<file path="src/rtl/rvdec_pkg.sv">
package rvdec_pkg;

	localparam int COUNT_WIDTH = 32;
	localparam int TOTAL_WIDTH = 32;

	typedef logic [COUNT_WIDTH-1:0] count_t;
	typedef logic [5:0]             op_t;

	// major opcodes
	localparam logic [6:0] OPC_OP     = 7'h33;
	localparam logic [6:0] OPC_OP32   = 7'h3B;
	localparam logic [6:0] OPC_OPIMM  = 7'h13;
	localparam logic [6:0] OPC_OPIMM32 = 7'h1B;
	localparam logic [6:0] OPC_LOAD   = 7'h03;
	localparam logic [6:0] OPC_STORE  = 7'h23;
	localparam logic [6:0] OPC_BRANCH = 7'h63;
	localparam logic [6:0] OPC_JALR   = 7'h67;
	localparam logic [6:0] OPC_JAL    = 7'h6F;
	localparam logic [6:0] OPC_LUI    = 7'h37;
	localparam logic [6:0] OPC_AUIPC  = 7'h17;
	localparam logic [6:0] OPC_SYSTEM = 7'h73;

	localparam logic [6:0] F7_ALT    = 7'h20;
	localparam logic [5:0] F6_SRAI   = 6'h10;
	localparam logic [11:0] IMM_ECALL  = 12'h000;
	localparam logic [11:0] IMM_EBREAK = 12'h001;

	// operation codes
	localparam op_t OP_INVALID = 6'd0;
	localparam op_t OP_ADD     = 6'd1;
	localparam op_t OP_SUB     = 6'd2;
	localparam op_t OP_SLL     = 6'd3;
	localparam op_t OP_SLT     = 6'd4;
	localparam op_t OP_SLTU    = 6'd5;
	localparam op_t OP_XOR     = 6'd6;
	localparam op_t OP_SRL     = 6'd7;
	localparam op_t OP_SRA     = 6'd8;
	localparam op_t OP_OR      = 6'd9;
	localparam op_t OP_AND     = 6'd10;
	localparam op_t OP_ADDW    = 6'd11;
	localparam op_t OP_SUBW    = 6'd12;
	localparam op_t OP_SLLW    = 6'd13;
	localparam op_t OP_SRLW    = 6'd14;
	localparam op_t OP_SRAW    = 6'd15;
	localparam op_t OP_ADDI    = 6'd16;
	localparam op_t OP_SLTI    = 6'd17;
	localparam op_t OP_SLTIU   = 6'd18;
	localparam op_t OP_XORI    = 6'd19;
	localparam op_t OP_ORI     = 6'd20;
	localparam op_t OP_ANDI    = 6'd21;
	localparam op_t OP_SLLI    = 6'd22;
	localparam op_t OP_SRLI    = 6'd23;
	localparam op_t OP_SRAI    = 6'd24;
	localparam op_t OP_ADDIW   = 6'd25;
	localparam op_t OP_SLLIW   = 6'd26;
	localparam op_t OP_SRLIW   = 6'd27;
	localparam op_t OP_SRAIW   = 6'd28;
	localparam op_t OP_LB      = 6'd29;
	localparam op_t OP_LH      = 6'd30;
	localparam op_t OP_LW      = 6'd31;
	localparam op_t OP_LD      = 6'd32;
	localparam op_t OP_LBU     = 6'd33;
	localparam op_t OP_LHU     = 6'd34;
	localparam op_t OP_LWU     = 6'd35;
	localparam op_t OP_SB      = 6'd36;
	localparam op_t OP_SH      = 6'd37;
	localparam op_t OP_SW      = 6'd38;
	localparam op_t OP_SD      = 6'd39;
	localparam op_t OP_BEQ     = 6'd40;
	localparam op_t OP_BNE     = 6'd41;
	localparam op_t OP_BLT     = 6'd42;
	localparam op_t OP_BGE     = 6'd43;
	localparam op_t OP_BLTU    = 6'd44;
	localparam op_t OP_BGEU    = 6'd45;
	localparam op_t OP_JAL     = 6'd46;
	localparam op_t OP_JALR    = 6'd47;
	localparam op_t OP_LUI     = 6'd48;
	localparam op_t OP_AUIPC   = 6'd49;
	localparam op_t OP_ECALL   = 6'd50;
	localparam op_t OP_EBREAK  = 6'd51;

	typedef struct packed {
		op_t         operation;
		logic [1:0]  register_count;
		logic [4:0]  reg_slot_a;
		logic [4:0]  reg_slot_b;
		logic [4:0]  reg_slot_c;
		logic        has_immediate;
		logic [31:0] immediate;
	} dec_result_t;

	// low bits of a count, zero-extended when the count is narrower
	function automatic logic [TOTAL_WIDTH-1:0] total_bits(input count_t cnt);
		logic [63:0] ext;
		ext = 64'(cnt);
		return ext[TOTAL_WIDTH-1:0];
	endfunction

endpackage

</file>
<file path="src/rtl/rv64i_instruction_decoder_top.sv">
// channel | handshake           | payload
// --------+---------------------+------------------------------------------------
// in      | in_valid, in_ready  | instruction_word, program_counter
// out     | out_valid, out_ready| operation, register_count, reg_slot_a/b/c,
//         |                     | has_immediate, immediate, pc_out, raw_out,
//         |                     | decoded_total, invalid_total
//
// from accept to result: input register, then decode into the output register
// one word per cycle sustained; in_ready drops only when both registers are full and
// out_ready is low
// arst_n clears both valid bits and the two saturating word counters
module rv64i_instruction_decoder_top (
	input  logic               clk,
	input  logic               arst_n,
	input  logic               in_valid,
	output logic               in_ready,
	input  logic [31:0]        instruction_word,
	input  logic [63:0]        program_counter,
	output logic               out_valid,
	input  logic               out_ready,
	output logic [5:0]         operation,
	output logic [1:0]         register_count,
	output logic [4:0]         reg_slot_a,
	output logic [4:0]         reg_slot_b,
	output logic [4:0]         reg_slot_c,
	output logic               has_immediate,
	output logic signed [31:0] immediate,
	output logic [63:0]        pc_out,
	output logic [31:0]        raw_out,
	output logic [31:0]        decoded_total,
	output logic [31:0]        invalid_total
);

	logic        valid_s1;
	logic [31:0] word_s1;
	logic [63:0] pc_s1;

	logic                   valid_s2;
	rvdec_pkg::dec_result_t dec_s2;
	logic [63:0]            pc_s2;
	logic [31:0]            word_s2;
	logic [31:0]            decoded_s2;
	logic [31:0]            invalid_s2;

	rvdec_pkg::dec_result_t dec;
	rvdec_pkg::count_t      decoded_next;
	rvdec_pkg::count_t      invalid_next;
	logic                   advance;
	logic                   s2_free;

	assign s2_free  = !valid_s2 || out_ready;
	assign advance  = valid_s1 && s2_free;
	assign in_ready = !valid_s1 || s2_free;

	rvdec_decode u_decode (
		.word   (word_s1),
		.result (dec)
	);

	rvdec_counters u_counters (
		.clk          (clk),
		.arst_n       (arst_n),
		.advance      (advance),
		.invalid      (dec.operation == rvdec_pkg::OP_INVALID),
		.decoded_next (decoded_next),
		.invalid_next (invalid_next)
	);

	always_ff @(posedge clk or negedge arst_n) begin
		if (!arst_n) begin
			valid_s1 <= 1'b0;
			valid_s2 <= 1'b0;
		end else begin
			if (in_ready) begin
				valid_s1 <= in_valid;
			end
			if (s2_free) begin
				valid_s2 <= valid_s1;
			end
		end
	end

	always_ff @(posedge clk) begin
		if (in_valid && in_ready) begin
			word_s1 <= instruction_word;
			pc_s1   <= program_counter;
		end
		if (advance) begin
			dec_s2     <= dec;
			pc_s2      <= pc_s1;
			word_s2    <= word_s1;
			decoded_s2 <= rvdec_pkg::total_bits(decoded_next);
			invalid_s2 <= rvdec_pkg::total_bits(invalid_next);
		end
	end

	assign out_valid      = valid_s2;
	assign operation      = dec_s2.operation;
	assign register_count = dec_s2.register_count;
	assign reg_slot_a     = dec_s2.reg_slot_a;
	assign reg_slot_b     = dec_s2.reg_slot_b;
	assign reg_slot_c     = dec_s2.reg_slot_c;
	assign has_immediate  = dec_s2.has_immediate;
	assign immediate      = dec_s2.immediate;
	assign pc_out         = pc_s2;
	assign raw_out        = word_s2;
	assign decoded_total  = decoded_s2;
	assign invalid_total  = invalid_s2;

endmodule

</file>
<file path="src/rtl/rvdec_decode.sv">
module rvdec_decode (
	input  logic [31:0]               word,
	output rvdec_pkg::dec_result_t    result
);

	logic [6:0] opc;
	logic [2:0] f3;
	logic       alt;
	logic [4:0] rd;
	logic [4:0] rs1;
	logic [4:0] rs2;
	rvdec_pkg::op_t op;

	assign opc = word[6:0];
	assign f3  = word[14:12];
	assign alt = (word[31:25] == rvdec_pkg::F7_ALT);
	assign rd  = word[11:7];
	assign rs1 = word[19:15];
	assign rs2 = word[24:20];

	always_comb begin
		op = rvdec_pkg::OP_INVALID;
		case (opc)
			rvdec_pkg::OPC_OP: begin
				case (f3)
					3'd0: op = alt ? rvdec_pkg::OP_SUB : rvdec_pkg::OP_ADD;
					3'd1: op = rvdec_pkg::OP_SLL;
					3'd2: op = rvdec_pkg::OP_SLT;
					3'd3: op = rvdec_pkg::OP_SLTU;
					3'd4: op = rvdec_pkg::OP_XOR;
					3'd5: op = alt ? rvdec_pkg::OP_SRA : rvdec_pkg::OP_SRL;
					3'd6: op = rvdec_pkg::OP_OR;
					default: op = rvdec_pkg::OP_AND;
				endcase
			end
			rvdec_pkg::OPC_OP32: begin
				case (f3)
					3'd0: op = alt ? rvdec_pkg::OP_SUBW : rvdec_pkg::OP_ADDW;
					3'd1: op = rvdec_pkg::OP_SLLW;
					3'd5: op = alt ? rvdec_pkg::OP_SRAW : rvdec_pkg::OP_SRLW;
					default: op = rvdec_pkg::OP_INVALID;
				endcase
			end
			rvdec_pkg::OPC_OPIMM: begin
				case (f3)
					3'd0: op = rvdec_pkg::OP_ADDI;
					3'd1: op = rvdec_pkg::OP_SLLI;
					3'd2: op = rvdec_pkg::OP_SLTI;
					3'd3: op = rvdec_pkg::OP_SLTIU;
					3'd4: op = rvdec_pkg::OP_XORI;
					// srai by funct6 so shamt bit 5 is ignored
					3'd5: op = (word[31:26] == rvdec_pkg::F6_SRAI) ?
						rvdec_pkg::OP_SRAI : rvdec_pkg::OP_SRLI;
					3'd6: op = rvdec_pkg::OP_ORI;
					default: op = rvdec_pkg::OP_ANDI;
				endcase
			end
			rvdec_pkg::OPC_OPIMM32: begin
				case (f3)
					3'd0: op = rvdec_pkg::OP_ADDIW;
					3'd1: op = rvdec_pkg::OP_SLLIW;
					3'd5: op = alt ? rvdec_pkg::OP_SRAIW : rvdec_pkg::OP_SRLIW;
					default: op = rvdec_pkg::OP_INVALID;
				endcase
			end
			rvdec_pkg::OPC_LOAD: begin
				case (f3)
					3'd0: op = rvdec_pkg::OP_LB;
					3'd1: op = rvdec_pkg::OP_LH;
					3'd2: op = rvdec_pkg::OP_LW;
					3'd3: op = rvdec_pkg::OP_LD;
					3'd4: op = rvdec_pkg::OP_LBU;
					3'd5: op = rvdec_pkg::OP_LHU;
					3'd6: op = rvdec_pkg::OP_LWU;
					default: op = rvdec_pkg::OP_INVALID;
				endcase
			end
			rvdec_pkg::OPC_STORE: begin
				case (f3)
					3'd0: op = rvdec_pkg::OP_SB;
					3'd1: op = rvdec_pkg::OP_SH;
					3'd2: op = rvdec_pkg::OP_SW;
					3'd3: op = rvdec_pkg::OP_SD;
					default: op = rvdec_pkg::OP_INVALID;
				endcase
			end
			rvdec_pkg::OPC_BRANCH: begin
				case (f3)
					3'd0: op = rvdec_pkg::OP_BEQ;
					3'd1: op = rvdec_pkg::OP_BNE;
					3'd4: op = rvdec_pkg::OP_BLT;
					3'd5: op = rvdec_pkg::OP_BGE;
					3'd6: op = rvdec_pkg::OP_BLTU;
					3'd7: op = rvdec_pkg::OP_BGEU;
					default: op = rvdec_pkg::OP_INVALID;
				endcase
			end
			rvdec_pkg::OPC_JALR: begin
				op = (f3 == 3'd0) ? rvdec_pkg::OP_JALR : rvdec_pkg::OP_INVALID;
			end
			rvdec_pkg::OPC_JAL:   op = rvdec_pkg::OP_JAL;
			rvdec_pkg::OPC_LUI:   op = rvdec_pkg::OP_LUI;
			rvdec_pkg::OPC_AUIPC: op = rvdec_pkg::OP_AUIPC;
			rvdec_pkg::OPC_SYSTEM: begin
				if (f3 == 3'd0 && rd == 5'd0 && rs1 == 5'd0) begin
					if (word[31:20] == rvdec_pkg::IMM_ECALL) begin
						op = rvdec_pkg::OP_ECALL;
					end else if (word[31:20] == rvdec_pkg::IMM_EBREAK) begin
						op = rvdec_pkg::OP_EBREAK;
					end
				end
			end
			default: op = rvdec_pkg::OP_INVALID;
		endcase
	end

	always_comb begin
		result = '0;
		result.operation = op;
		if (op >= rvdec_pkg::OP_ADD && op <= rvdec_pkg::OP_SRAW) begin
			result.reg_slot_a     = rd;
			result.reg_slot_b     = rs1;
			result.reg_slot_c     = rs2;
			result.register_count = 2'd3;
		end else if ((op >= rvdec_pkg::OP_ADDI && op <= rvdec_pkg::OP_LWU) ||
				op == rvdec_pkg::OP_JALR) begin
			result.reg_slot_a     = rd;
			result.reg_slot_b     = rs1;
			result.register_count = 2'd2;
			result.has_immediate  = 1'b1;
			result.immediate      = {{20{word[31]}}, word[31:20]};
		end else if (op >= rvdec_pkg::OP_SB && op <= rvdec_pkg::OP_SD) begin
			result.reg_slot_a     = rs1;
			result.reg_slot_b     = rs2;
			result.register_count = 2'd2;
			result.has_immediate  = 1'b1;
			result.immediate      = {{20{word[31]}}, word[31:25], word[11:7]};
		end else if (op >= rvdec_pkg::OP_BEQ && op <= rvdec_pkg::OP_BGEU) begin
			result.reg_slot_a     = rs1;
			result.reg_slot_b     = rs2;
			result.register_count = 2'd2;
			result.has_immediate  = 1'b1;
			result.immediate      = {{19{word[31]}}, word[31], word[7], word[30:25],
				word[11:8], 1'b0};
		end else if (op == rvdec_pkg::OP_LUI || op == rvdec_pkg::OP_AUIPC) begin
			result.reg_slot_a     = rd;
			result.register_count = 2'd1;
			result.has_immediate  = 1'b1;
			result.immediate      = {word[31:12], 12'd0};
		end else if (op == rvdec_pkg::OP_JAL) begin
			result.reg_slot_a     = rd;
			result.register_count = 2'd1;
			result.has_immediate  = 1'b1;
			result.immediate      = {{11{word[31]}}, word[31], word[19:12], word[20],
				word[30:21], 1'b0};
		end
	end

endmodule

</file>
<file path="src/rtl/rvdec_counters.sv">
module rvdec_counters (
	input  logic                clk,
	input  logic                arst_n,
	input  logic                advance,
	input  logic                invalid,
	output rvdec_pkg::count_t   decoded_next,
	output rvdec_pkg::count_t   invalid_next
);

	rvdec_pkg::count_t decoded_q;
	rvdec_pkg::count_t invalid_q;

	// saturating increments, including the word now moving to the output
	assign decoded_next = (&decoded_q) ? decoded_q : decoded_q + 1'b1;
	assign invalid_next = (invalid && !(&invalid_q)) ? invalid_q + 1'b1 : invalid_q;

	always_ff @(posedge clk or negedge arst_n) begin
		if (!arst_n) begin
			decoded_q <= '0;
			invalid_q <= '0;
		end else if (advance) begin
			decoded_q <= decoded_next;
			invalid_q <= invalid_next;
		end
	end

endmodule

</file>
<file path="config.mk">
export PLATFORM = sky130hd
export DESIGN_NAME = rv64i_instruction_decoder_top
export DESIGN_NICKNAME = d
export VERILOG_FILES = /design/src/rtl/rvdec_pkg.sv /design/src/rtl/rv64i_instruction_decoder_top.sv /design/src/rtl/rvdec_decode.sv /design/src/rtl/rvdec_counters.sv
export SDC_FILE = /design/constraint.sdc
export NUM_CORES = 1
export LEC_CHECK = 0
export ABC_AREA = 1
export BUFFER_PORTS_ARGS = -buffer_cell sky130_fd_sc_hd__buf_2
export CAP_MARGIN = 15
export CORE_MARGIN = 3
export CORE_UTILIZATION = 45
export DETAILED_ROUTE_END_ITERATION = 10
export PLACE_DENSITY = 0.69
export SETUP_SLACK_MARGIN = 0.5
export SYNTH_ARGS = -nofsm -noshare
export SYNTH_HDL_FRONTEND = slang
export SYNTH_SLANG_ARGS = --single-unit
</file>
<file path="constraint.sdc">
create_clock -name clk -period 5.2 [get_ports clk]
set_input_delay 1.04 -clock clk [delete_from_list [all_inputs] [get_ports clk]]
set_output_delay 1.04 -clock clk [all_outputs]
set_load 0.005 [all_outputs]
</file>
==> out/qor.yml <==
synthesis:
  yosysUniqueCellTypes: 40
  synthArstFlopShare_pct: 17.5
  synth_top_flop_cell: "edfxtp_1"
  synth_top_family_by_area: "simple AND/OR/NAND/NOR gates"
  ys_ff_latch: 378
  synth_area_leaders: "edfxtp_1, dfrtp_1, nand2_1"
  syn_area_mm2: 0.0161
  synth_mux_area_share_pct: 0
  yosys.area_share.simple_pct: 21.3
  synth_compound_area_share_pct: 3.83
  synth_edf_count: 312
  synth_top_area_share_pct: 58.1
  ys_seq_area_share_pct: 68.3
  synth_top_cell_by_area: "edfxtp_1"
  yosys_warnings: 0
  syn_nets: 1530
  synth-adder-area-share_pct: 0.155
  synth_area_per_cell_um2: 11.3
  synth_xor_area_share_pct: 2.34
  synthCells: 1428
clock_tree:
  cts_max_path_buffers: 3
  clock_latency_ns: 0.56
  root_buffer: "clkbuf_16"
  numCtsBuffers: 39
  ctsResizeCount: 0
  tritoncts: "yes"
  clk_pin_slew_ns: 0.06
  ctsHoldBuffers: 0
  cts_sinks: 378
  cts_setup_buffers: 0
  cts-htree-levels: 2
route:
  drc: 0
  vias: 11600
  via_per_inst: 5.20
  dr.pass1.iters: 5
  final_antenna_net_count: 0
  wl_per_cell_um: 17.6
  first_iter_violations: 790
  wirelength_um: 39300
floorplan:
  io_pins: 318
  die_y_um: 195
  core_area_mm2: 0.0350
  start_util_pct: 46.1
  die-area_mm2: 0.0381
  rows: 68
  die_w_um: 195
placement:
  dp_hpwl_um: 27600
  post_dp_cell_area_mm2: 0.0181
  gp_congestion: 0.927
  portBuffers: 317
  place_inst: 2155
  dp_slack_ns: 1.83
global_routing:
  grt_pass1_vias: 11300
  grt_max_degree: 164
  use_met1_pct: 28.4
  use_met3_pct: 5.56
  global_route.peak_usage_layer: "met2"
  grt_pass1_wl_um: 62800
  met2_usage_pct: 32.4
  grt_util_all_layers_pct: 20.6
  antenna_found_initial: 6
  grt_overflow_total: 0
sta:
  postLayoutSetupSlackWorst_ns: 1.78
  finalSetupViolCount: 0
  skew_ns: 0.0177
  tns_ns: 0
  rsz0062_at_grt: "no"
  tightest_slew_ns: 1.05
  hold_violations: 0
  period_needed_ns: 3.42
  hold-worst-slack_ns: 0.411
  fmax_ghz: 0.293
  drv_slew: 0
  timing.slew.headroom_pct: 29.9
  min_period_over_period_pct: 65.7
pwr:
  p_leak_nw: 8.35
  total_power_mw: 7.91
  ir_worst_vdd_mv: 0.338
  p_per_area_mw_per_mm2: 408
hold_path:
  hold_path_class: "reg2reg"
setup_path:
  cp.required_ns: 5.62
  crit_type: "reg2reg"
  critPathLaunchType: "flop"
  worstPathArrival_ns: 3.84
  endpoint_kind: "flop"
  crit_fanout: 35
run_status:
  status: "finished clean"
layout:
  fin_area_mm2: 0.0194
  syn_to_final_growth_pct: 20.2
  fin_util_pct: 55.4
  drive_gt1_share_pct: 27.3
  final_cells: 2228
  fill_cells: 3030
  nets: 1845
flow_run:
  cap_violations: 0
==> sequential cells by signal (all words and copies together) (netlist names) <==
signal                flops
operation                 6
invalid_total            32
pc_s1                    64
valid_s1                  1
raw_out                  32
reg_slot_c                5
word_s1                  32
reg_slot_b                5
u_counters.invalid_q     32
reg_slot_a                5
out_valid                 1
decoded_total            32
pc_out                   64
has_immediate             1
register_count            2
immediate                32
u_counters.decoded_q     32
==> worst max-delay path, stage by stage, from the launching register on <==
cell and delay, ns:
edfxtp_1 0.57, nor2_2 0.20, nand3b_1 0.47, nand2_2 0.20, nor2_2 0.18, nand3_2 0.17
nor2_8 0.47, nand3_4 0.57, nand2_1 0.25, and2_1 0.15
==> Yosys cell counts, types with 4 or more instances <==
cell	count
clkbuf_1	28
nand3_1	80
and2_1	4
nand4_1	60
edfxtp_1	312
o31ai_1	6
nand3_2	6
nor2_2	8
buf_2	9
nand2_2	60
nand3b_1	4
o21ai_0	53
buf_4	8
a211oi_1	8
inv_1	88
a21oi_1	17
xor2_1	30
nor4_1	5
xnor2_1	13
nand2_1	370
nor2_1	104
nor3_1	32
inv_2	13
buf_6	4
a2111oi_0	11
dfrtp_1	66
==> final timing paths <==
path,start,end,slack (ns),cells past startpoint
max,word_s1[14],invalid_total[0],1.78,9
min in group asynchronous,arst_n,u_counters.invalid_q[28],0.59,1
min,pc_s1[58],pc_out[58],0.41,0
max in group asynchronous,arst_n,u_counters.decoded_q[14],3.62,2
max reg2reg,word_s1[14],invalid_total[0],1.78,9
min reg2reg,pc_s1[58],pc_out[58],0.41,0
==> metal layers <==
layer / up-vias / share of wire (%)
met5: - / 0.12
met4: 8 / 2.2
met3: 74 / 8.6
met2: 453 / 46
met1: 5483 / 43
li1: 5561 / -
==> layout make-up <==
| cell class | instances | area [um2] | area share [%] |
|---|---|---|---|
| multi-input cells | 894 | 4450 | 23.0 |
| clock inverters | 22 | 251 | 1.30 |
| flip-flops and latches | 378 | 11000 | 56.9 |
| inverters | 104 | 400 | 2.07 |
| diodes | 3 | 7.51 | 0.0387 |
| clock buffers | 46 | 1010 | 5.22 |
| repair buffers | 326 | 1670 | 8.60 |
| well taps | 455 | 569 | 2.94 |
==> kinds of logic after synthesis <==
logic type,Yosys count
xor gates and xnor gates,43
buffers and inverters,156
adders and majority gates,2
DFF,378
AOI/OAI and AO/OA,104
and+or+nand+nor,745
==> report_power, final <==
| group | switching (mW) | internal, mW |
|---|---|---|
| combinational | 0.688 | 0.370 |
| clock | 1.17 | 1.61 |
| sequential | 0.254 | 3.82 |
==> layout by cell type (no fill, tap or decap), types with 30 or more instances in the layout <==
master and instances:
dfrtp_1 66, clkbuf_16 39, o21ai_0 53, nand2_1 370
nor2_1 104, xor2_1 30, nand4_1 60, nor3_1 32
inv_1 87, nand2_2 60, nand3_1 80, edfxtp_1 312
buf_2 317
(Power assumes the default switching activity.)
